<file path="src/rtl/spq_pkg.sv">
// shared types and codes for the sorted priority queue
`default_nettype none

package spq_pkg;

  // operation codes of an input transaction
  localparam logic OP_ENQUEUE = 1'b0;
  localparam logic OP_DEQUEUE = 1'b1;

  // status codes of a result transaction
  typedef enum logic [1:0] {
    ST_OK        = 2'd0,
    ST_UNDERFLOW = 2'd1,
    ST_OVERFLOW  = 2'd2
  } status_t;

  // command broadcast to every cell of the chain
  typedef struct packed {
    logic enq;  // insert the new entry, cells behind it move up
    logic deq;  // drop the head, every cell takes its upper neighbor
  } cell_ctrl_t;

endpackage

`default_nettype wire

</file>
<file path="src/rtl/sorted_priority_queue_top.sv">
// Sorted priority queue built as a chain of slot cells kept in ascending priority order.
// The result transaction of an accepted input transaction is registered and appears in the cycle after it.
// Throughput: one transaction per cycle while in_stall is low; every cell compares and shifts in the same cycle.
// A result waiting in the output register stalls the input only while out_stall is high.
// Synchronous active-low reset empties the queue and clears the output valid.
`default_nettype none

module sorted_priority_queue_top #(
  parameter int CAPACITY      = 16,
  parameter int PAYLOAD_BITS  = 32,
  parameter int PRIORITY_BITS = 16,
  localparam int CNT_W        = $clog2(CAPACITY + 1)
) (
  input  wire                              clk,
  input  wire                              rst_n,
  // input channel
  input  wire                              in_valid,
  output logic                             in_stall,
  input  wire                              in_op,
  input  wire        [PAYLOAD_BITS-1:0]    in_item_payload,
  input  wire signed [PRIORITY_BITS-1:0]   in_item_priority,
  // result channel
  output logic                             out_valid,
  input  wire                              out_stall,
  output logic       [1:0]                 out_status,
  output logic       [PAYLOAD_BITS-1:0]    out_payload,
  output logic signed [PRIORITY_BITS-1:0]  out_priority,
  output logic       [CNT_W-1:0]           out_entry_count,
  output logic                             out_is_empty,
  output logic       [PAYLOAD_BITS-1:0]    out_head_payload,
  output logic signed [PRIORITY_BITS-1:0]  out_head_priority,
  output logic       [PAYLOAD_BITS-1:0]    out_tail_payload,
  output logic signed [PRIORITY_BITS-1:0]  out_tail_priority
);

  localparam logic [CNT_W-1:0] FULL_CNT = CNT_W'(CAPACITY);

  logic                             in_acc;
  logic                             enq_ok, deq_ok;
  spq_pkg::cell_ctrl_t              ctrl;
  spq_pkg::status_t                 status_nxt;
  logic [CNT_W-1:0]                 count_r, count_nxt;

  logic        [PAYLOAD_BITS-1:0]   cell_pay [CAPACITY];
  logic signed [PRIORITY_BITS-1:0]  cell_pri [CAPACITY];
  logic        [CAPACITY-1:0]       cell_gt;

  logic        [PAYLOAD_BITS-1:0]   tail_pay_r, tail_pay_nxt;
  logic signed [PRIORITY_BITS-1:0]  tail_pri_r, tail_pri_nxt;
  logic        [PAYLOAD_BITS-1:0]   head_pay_nxt;
  logic signed [PRIORITY_BITS-1:0]  head_pri_nxt;

  logic                             out_valid_r, out_valid_nxt;
  spq_pkg::status_t                 status_r;
  logic        [PAYLOAD_BITS-1:0]   dq_pay_r, dq_pay_nxt;
  logic signed [PRIORITY_BITS-1:0]  dq_pri_r, dq_pri_nxt;
  logic        [CNT_W-1:0]          cnt_out_r;
  logic        [PAYLOAD_BITS-1:0]   head_pay_r;
  logic signed [PRIORITY_BITS-1:0]  head_pri_r;
  logic        [PAYLOAD_BITS-1:0]   tailo_pay_r;
  logic signed [PRIORITY_BITS-1:0]  tailo_pri_r;

  // handshake: take a transaction unless a held result is stalled
  assign in_stall = out_valid_r && out_stall;
  assign in_acc   = in_valid && !in_stall;

  // operation decode
  assign enq_ok = in_acc && (in_op == spq_pkg::OP_ENQUEUE) && (count_r != FULL_CNT);
  assign deq_ok = in_acc && (in_op == spq_pkg::OP_DEQUEUE) && (count_r != '0);
  assign ctrl.enq = enq_ok;
  assign ctrl.deq = deq_ok;

  always_comb begin
    status_nxt = spq_pkg::ST_OK;
    if (in_op == spq_pkg::OP_ENQUEUE) begin
      if (count_r == FULL_CNT) status_nxt = spq_pkg::ST_OVERFLOW;
    end else begin
      if (count_r == '0) status_nxt = spq_pkg::ST_UNDERFLOW;
    end
  end

  // entry count
  always_comb begin
    count_nxt = count_r;
    if (enq_ok)      count_nxt = count_r + CNT_W'(1);
    else if (deq_ok) count_nxt = count_r - CNT_W'(1);
  end

  always_ff @(posedge clk) begin
    if (!rst_n) begin
      count_r <= '0;
    end else begin
      count_r <= count_nxt;
    end
  end

  // chain of slot cells, slot 0 is the head
  for (genvar i = 0; i < CAPACITY; i++) begin : g_cell
    logic                             occ;
    logic                             gtp;
    logic        [PAYLOAD_BITS-1:0]   pp;
    logic signed [PRIORITY_BITS-1:0]  pq;
    logic        [PAYLOAD_BITS-1:0]   np;
    logic signed [PRIORITY_BITS-1:0]  nq;

    assign occ = count_r > CNT_W'(i);

    if (i == 0) begin : g_first
      assign gtp = 1'b0;
      assign pp  = in_item_payload;
      assign pq  = in_item_priority;
    end else begin : g_mid
      assign gtp = cell_gt[i-1];
      assign pp  = cell_pay[i-1];
      assign pq  = cell_pri[i-1];
    end

    if (i == CAPACITY - 1) begin : g_last
      assign np = cell_pay[i];
      assign nq = cell_pri[i];
    end else begin : g_inner
      assign np = cell_pay[i+1];
      assign nq = cell_pri[i+1];
    end

    spq_cell #(
      .PAYLOAD_BITS  (PAYLOAD_BITS),
      .PRIORITY_BITS (PRIORITY_BITS)
    ) u_cell (
      .clk      (clk),
      .ctrl     (ctrl),
      .occupied (occ),
      .gt_prev  (gtp),
      .new_pay  (in_item_payload),
      .new_pri  (in_item_priority),
      .prev_pay (pp),
      .prev_pri (pq),
      .next_pay (np),
      .next_pri (nq),
      .gt       (cell_gt[i]),
      .q_pay    (cell_pay[i]),
      .q_pri    (cell_pri[i])
    );
  end

  // tail tracking: the new entry becomes the tail when nothing stored is larger
  always_comb begin
    tail_pay_nxt = tail_pay_r;
    tail_pri_nxt = tail_pri_r;
    if (enq_ok && ((count_r == '0) || (in_item_priority >= tail_pri_r))) begin
      tail_pay_nxt = in_item_payload;
      tail_pri_nxt = in_item_priority;
    end
  end

  always_ff @(posedge clk) begin
    tail_pay_r <= tail_pay_nxt;
    tail_pri_r <= tail_pri_nxt;
  end

  // head after this transaction
  always_comb begin
    head_pay_nxt = cell_pay[0];
    head_pri_nxt = cell_pri[0];
    if (enq_ok && cell_gt[0]) begin
      head_pay_nxt = in_item_payload;
      head_pri_nxt = in_item_priority;
    end else if (deq_ok) begin
      head_pay_nxt = cell_pay[1];
      head_pri_nxt = cell_pri[1];
    end
  end

  // dequeued entry
  always_comb begin
    dq_pay_nxt = '0;
    dq_pri_nxt = '0;
    if (deq_ok) begin
      dq_pay_nxt = cell_pay[0];
      dq_pri_nxt = cell_pri[0];
    end
  end

  // output register
  assign out_valid_nxt = in_acc ? 1'b1 : (out_stall ? out_valid_r : 1'b0);

  always_ff @(posedge clk) begin
    if (!rst_n) begin
      out_valid_r <= 1'b0;
    end else begin
      out_valid_r <= out_valid_nxt;
    end
  end

  always_ff @(posedge clk) begin
    if (in_acc) begin
      status_r    <= status_nxt;
      dq_pay_r    <= dq_pay_nxt;
      dq_pri_r    <= dq_pri_nxt;
      cnt_out_r   <= count_nxt;
      head_pay_r  <= (count_nxt == '0) ? '0 : head_pay_nxt;
      head_pri_r  <= (count_nxt == '0) ? '0 : head_pri_nxt;
      tailo_pay_r <= (count_nxt == '0) ? '0 : tail_pay_nxt;
      tailo_pri_r <= (count_nxt == '0) ? '0 : tail_pri_nxt;
    end
  end

  assign out_valid         = out_valid_r;
  assign out_status        = status_r;
  assign out_payload       = dq_pay_r;
  assign out_priority      = dq_pri_r;
  assign out_entry_count   = cnt_out_r;
  assign out_is_empty      = (cnt_out_r == '0);
  assign out_head_payload  = head_pay_r;
  assign out_head_priority = head_pri_r;
  assign out_tail_payload  = tailo_pay_r;
  assign out_tail_priority = tailo_pri_r;

`ifndef SYNTHESIS
  // count stays within capacity
  a_count_range: assert property (@(posedge clk) disable iff (!rst_n)
    count_r <= FULL_CNT)
    else $error("entry count above capacity");

  // a dequeue on an empty queue reports underflow
  a_underflow: assert property (@(posedge clk) disable iff (!rst_n)
    (in_acc && (in_op == spq_pkg::OP_DEQUEUE) && (count_r == '0))
      |=> (out_status == spq_pkg::ST_UNDERFLOW) && out_valid)
    else $error("empty dequeue without underflow status");

  // an enqueue on a full queue leaves the count unchanged
  a_overflow: assert property (@(posedge clk) disable iff (!rst_n)
    (in_acc && (in_op == spq_pkg::OP_ENQUEUE) && (count_r == FULL_CNT))
      |=> (count_r == FULL_CNT) && (out_status == spq_pkg::ST_OVERFLOW))
    else $error("full enqueue changed the queue");

  // the two head slots stay in ascending order
  a_sorted_head: assert property (@(posedge clk) disable iff (!rst_n)
    (count_r >= CNT_W'(2)) |-> (cell_pri[0] <= cell_pri[1]))
    else $error("head slots out of order");

  // the reported count matches the live count after each transaction
  a_count_out: assert property (@(posedge clk) disable iff (!rst_n)
    in_acc |=> (out_entry_count == count_r))
    else $error("result count differs from stored count");
`endif

endmodule

`default_nettype wire

</file>
<file path="src/rtl/spq_cell.sv">
// one slot of the sorted chain: holds an entry and moves it to or from its neighbors
`default_nettype none

module spq_cell #(
  parameter int PAYLOAD_BITS  = 32,
  parameter int PRIORITY_BITS = 16
) (
  input  wire                              clk,
  input  wire spq_pkg::cell_ctrl_t         ctrl,
  input  wire                              occupied,
  input  wire                              gt_prev,
  input  wire        [PAYLOAD_BITS-1:0]    new_pay,
  input  wire signed [PRIORITY_BITS-1:0]   new_pri,
  input  wire        [PAYLOAD_BITS-1:0]    prev_pay,
  input  wire signed [PRIORITY_BITS-1:0]   prev_pri,
  input  wire        [PAYLOAD_BITS-1:0]    next_pay,
  input  wire signed [PRIORITY_BITS-1:0]   next_pri,
  output logic                             gt,
  output logic       [PAYLOAD_BITS-1:0]    q_pay,
  output logic signed [PRIORITY_BITS-1:0]  q_pri
);

  logic        [PAYLOAD_BITS-1:0]  pay_r, pay_nxt;
  logic signed [PRIORITY_BITS-1:0] pri_r, pri_nxt;

  // new entry goes at or before this slot when the slot is free or holds a larger priority
  assign gt = !occupied || (pri_r > new_pri);

  // slot update: the first slot that is free or holds a larger priority takes the new entry, later ones shift up
  always_comb begin
    pay_nxt = pay_r;
    pri_nxt = pri_r;
    if (ctrl.enq && gt) begin
      if (gt_prev) begin
        pay_nxt = prev_pay;
        pri_nxt = prev_pri;
      end else begin
        pay_nxt = new_pay;
        pri_nxt = new_pri;
      end
    end else if (ctrl.deq) begin
      pay_nxt = next_pay;
      pri_nxt = next_pri;
    end
  end

  always_ff @(posedge clk) begin
    pay_r <= pay_nxt;
    pri_r <= pri_nxt;
  end

  assign q_pay = pay_r;
  assign q_pri = pri_r;

endmodule

`default_nettype wire

</file>
<file path="config.mk">
export PLATFORM = sky130hd
export DESIGN_NAME = sorted_priority_queue_top
export DESIGN_NICKNAME = d
export VERILOG_FILES = /design/src/rtl/spq_pkg.sv /design/src/rtl/sorted_priority_queue_top.sv /design/src/rtl/spq_cell.sv
export SDC_FILE = /design/constraint.sdc
export NUM_CORES = 2
export LEC_CHECK = 0
export BUFFER_PORTS_ARGS = -buffer_cell sky130_fd_sc_hd__buf_2
export CORE_MARGIN = 2
export CORE_UTILIZATION = 41
export DETAILED_ROUTE_END_ITERATION = 8
export SYNTH_ARGS = -nofsm -noshare
export SYNTH_HDL_FRONTEND = slang
export SYNTH_SLANG_ARGS = --single-unit
export TNS_END_PERCENT = 1
</file>
<file path="constraint.sdc">
create_clock -name clk -period 8.5 [get_ports clk]
set_input_delay 0.425 -clock clk [delete_from_list [all_inputs] [get_ports clk]]
set_output_delay 0.425 -clock clk [all_outputs]
set_load 0.02 [all_outputs]
</file>
==> results.toml <==
[worst_setup_path]
path_max_fanout = 72
crit_path_frequent_cell = "sky130_fd_sc_hd__buf_4"
setup.worst_path.class = "input pin to register"
worst_r2r_path_depth = 9
timing.critical_path.from_type = "input pin"
crit_path_cell_trace = "buf_2 -> inv_1 -> ha_4 -> nand4_1 -> a21oi_1 -> nor4b_2 -> buf_4 -> buf_4 -> mux2i_1 -> or3_1 -> mux2_2"
timing.critical_path.required_ps = 8980
worst-path-stages = 11
critical-path-top-delay-family = "buffers and inverters"
cpMaxStageDelayCell = "sky130_fd_sc_hd__buf_4"
critPathCaptureType = "register"
bufs_and_invs_on_worst_path = 4
worst_path_largest_cell_delay_ps = 870
critPathArrivalTime_ps = 5130

[die]
floorplan.die.width_um = 373.1
fp.dieH_um = 373.1
design.portCount = 207
design.core.area_mm2 = 0.1353
die_outline_area_mm2 = 0.1392
number_of_rows_in_the_core_area = 135
initial_core_util_pct = 41.28

[timing]
slew_headroom_pct = 20.37
tightest_slew_ps = 1194
setup-tns-final_ps = 0
report.final.slew_viol_count = 0
hold_viol = 0
period_minus_slack_ps = 4648
timing.fmax_mhz = 215.2
clock-skew-final_ps = 39.66
worst_hold_slack_ps = 109.5
finalCritPeriodShare_pct = 54.68
final-setup-viol-count = 0
rsz0062_at_grt = "false"

[final_layout]
finish.net_count = 5214
final.fill_count = 12460
final_layout_size_suffix_gt1_share_pct = 18.89
stdcell_count = 6753
area_growth_syn_to_layout_pct = 10.73

[clocking]
hold_buffers = 3
post_cts_resized = 0
htree_num_levels = 3
cts.sink_count = 973
cts_setup_buffers = 0
cts_inserted_buffers = 102
cts.clk_slew.worst_paths_ps = 70
ctsLongestPathBuffers = 3
insertion_delay_ps = 740
clk_root_buffer_cell = "sky130_fd_sc_hd__clkbuf_16"
tritoncts = "done"

[pwr]
power.static_leakage_uw = 0.02495
power-per-cell-area_mw_per_mm2 = 258.1
power.ir.vdd_worst_mv = 0.1751

[logic_synthesis]
synth_top_flop_cell = "sky130_fd_sc_hd__edfxtp_1"
synth.mux.area_fraction_pct = 19.88
compound_gate_portion_of_the_synthesized_area_pct = 9.471
cell_with_the_most_instances_after_synthesis = "sky130_fd_sc_hd__edfxtp_1"
combinational_family_with_the_most_area_after_synthesis = "multiplexers"
synth_xor_xnor_area_share_pct = 0.06272
top_cells_by_area_in_the_synthesized_netlist = "sky130_fd_sc_hd__edfxtp_1, sky130_fd_sc_hd__mux2i_1, sky130_fd_sc_hd__mux2_2"
syn_inst = 4887
syn_nets = 5217
synth_area_per_cell_um2 = 11.43
synth-simple-area-share_pct = 10.33
post-synth-top-area-cell = "sky130_fd_sc_hd__edfxtp_1"
yosys.area_share.adder_pct = 6.205
netlist_top_cells_count = "sky130_fd_sc_hd__edfxtp_1, sky130_fd_sc_hd__mux2i_1, sky130_fd_sc_hd__mux2_2"
synthesis.area_mm2 = 0.05585
yosys_register_bits = 973
synthDominantCellAreaShare_pct = 46.83
synth-edff-count = 871
async_reset_ff_share_pct = 0
post_synth_num_cell_types = 76
yosysWarningCount = 0
sequential_fraction_of_the_synthesis_area_pct = 50.48

[outcome]
run_status = "complete, no violations"

[flow_run]
maxCapViolations = 0

[hold_path]
hold_depth = 2
timing.hold.worst.class = "input pin to register"

[route]
firstDrtPassIters = 6
drt-total-wl_mm = 147.1
met3WireLength_mm = 8.205
avg_vias_per_cell = 5.624
post_drt_wl_per_cell_um = 21.78
vias = 37980
routed.top_layer = "met5"
met1Wirelength_mm = 70.17
drc_errors = 0
met2_length_mm = 64.98
antenna_violating_nets_left = 0
initialDrtViolationCount = 3392

[global_routing]
first_global_vias = 37160
grt_first_pass_wirelength_mm = 228.5
globalRouteTotalUtil_pct = 20.66
largest_net_degree_at_the_start_of_global_routing = 125
antenna_violations_before_repair = 11
congestion_overflow_gr = 0

[placement]
placed_cells = 6558
globalplace.congestion = 0.8694
number_of_buffers_inserted_by_port_buffering = 206
place_hpwl_mm = 101.4
==> layer usage <==
layer,GRT usage (%),vias up
li1,-,18170
met4,6.389,6
met2,32.27,1122
met1,29.92,18460
met3,2.392,222
met5,0,-
==> cells by family (layout without fill, tap and decap cells) <==
logic type | count (synthesis) | count (layout)
AND/OR/NAND/NOR | 1224 | 1224
flip-flops | 973 | 973
multiplexers | 1056 | 1056
AO/OA/AOI/OAI | 906 | 906
buffers and inverters | 447 | 531
other | 0 | 1
XOR/XNOR | 4 | 4
adder cells (fa/ha/maj) | 277 | 277
==> cell usage in the layout (no fill, tap or decap), drive strengths merged, types with 7 or more instances in the layout <==
cell type / netlist / final
nor2b: 26 / 26
nor3: 29 / 29
dfxtp: 102 / 102
o21ai: 276 / 276
nor4: 9 / 9
and3: 9 / 9
ha: 277 / 277
or2: 10 / 10
and2: 58 / 58
buf: 146 / 279
o21a: 104 / 104
o211ai: 26 / 26
or3: 52 / 52
mux2i: 629 / 629
clkbuf: 243 / 119
nand3b: 33 / 33
a2111o: 18 / 18
a21o: 29 / 29
a211oi: 12 / 12
mux2: 427 / 427
a21oi: 381 / 381
a31oi: 14 / 14
bufinv: 0 / 12
nand3: 124 / 124
nand2: 408 / 408
nand4: 65 / 65
nor2: 321 / 321
or4: 7 / 7
inv: 58 / 71
clkinv: 0 / 41
nand2b: 64 / 64
edfxtp: 871 / 871
==> area by class of cell <==
type	count	area, um2	share of cell area, %
flip-flops and latches	973	28200	45.59
multi-input cells	3467	26050	42.12
clock buffers	119	2733	4.419
well taps	1781	2228	3.603
repair buffers	282	1622	2.622
clock inverters	72	790.8	1.279
inverters	58	222.7	0.3601
diodes	1	2.502	0.004046
==> per-stage QoR <==
| stage | worst slack [ps] | util [%] | instance area, um2 | power, uW |
|---|---|---|---|---|
| global route | 3657 | 45.71 | 61840 | 16780 |
| floorplan | 1281 | - | 55850 | 10080 |
| finish | 3852 | 45.71 | 61840 | 15960 |
| global placement | 3361 | 43.08 | 58290 | 11210 |
| CTS | 3919 | 45.71 | 61840 | 16060 |
| detailed placement | 3220 | 43.08 | 58290 | 11310 |
==> final timing paths <==
kind         slack, ps                 start                         to
max               3850  in_item_priority[15]  g_cell[2].u_cell.q_pay[3]
min                110                 in_op              out_status[1]
max reg2reg       4010             out_valid        out_head_payload[8]
min reg2reg        480         tail_pay_r[1]              tail_pay_r[1]
==> state kept, by name (all words and copies together), names as in the netlist, 16 cells and up <==
signal / flops
out_priority: 16
out_tail_priority: 16
g_cell.u_cell.q_pay: 512
g_cell.u_cell.q_pri: 256
out_payload: 32
tail_pri_r: 16
out_tail_payload: 32
tail_pay_r: 32
out_head_payload: 32
out_head_priority: 16
==> power breakdown <==
group          leakage, uW  internal [uW]  switching [uW]
Sequential         0.00914           6350             576
Clock              0.00171           2700            2030
Combinational       0.0141           1820            2490
No activity file was read; power rests on OpenSTA's default activity.
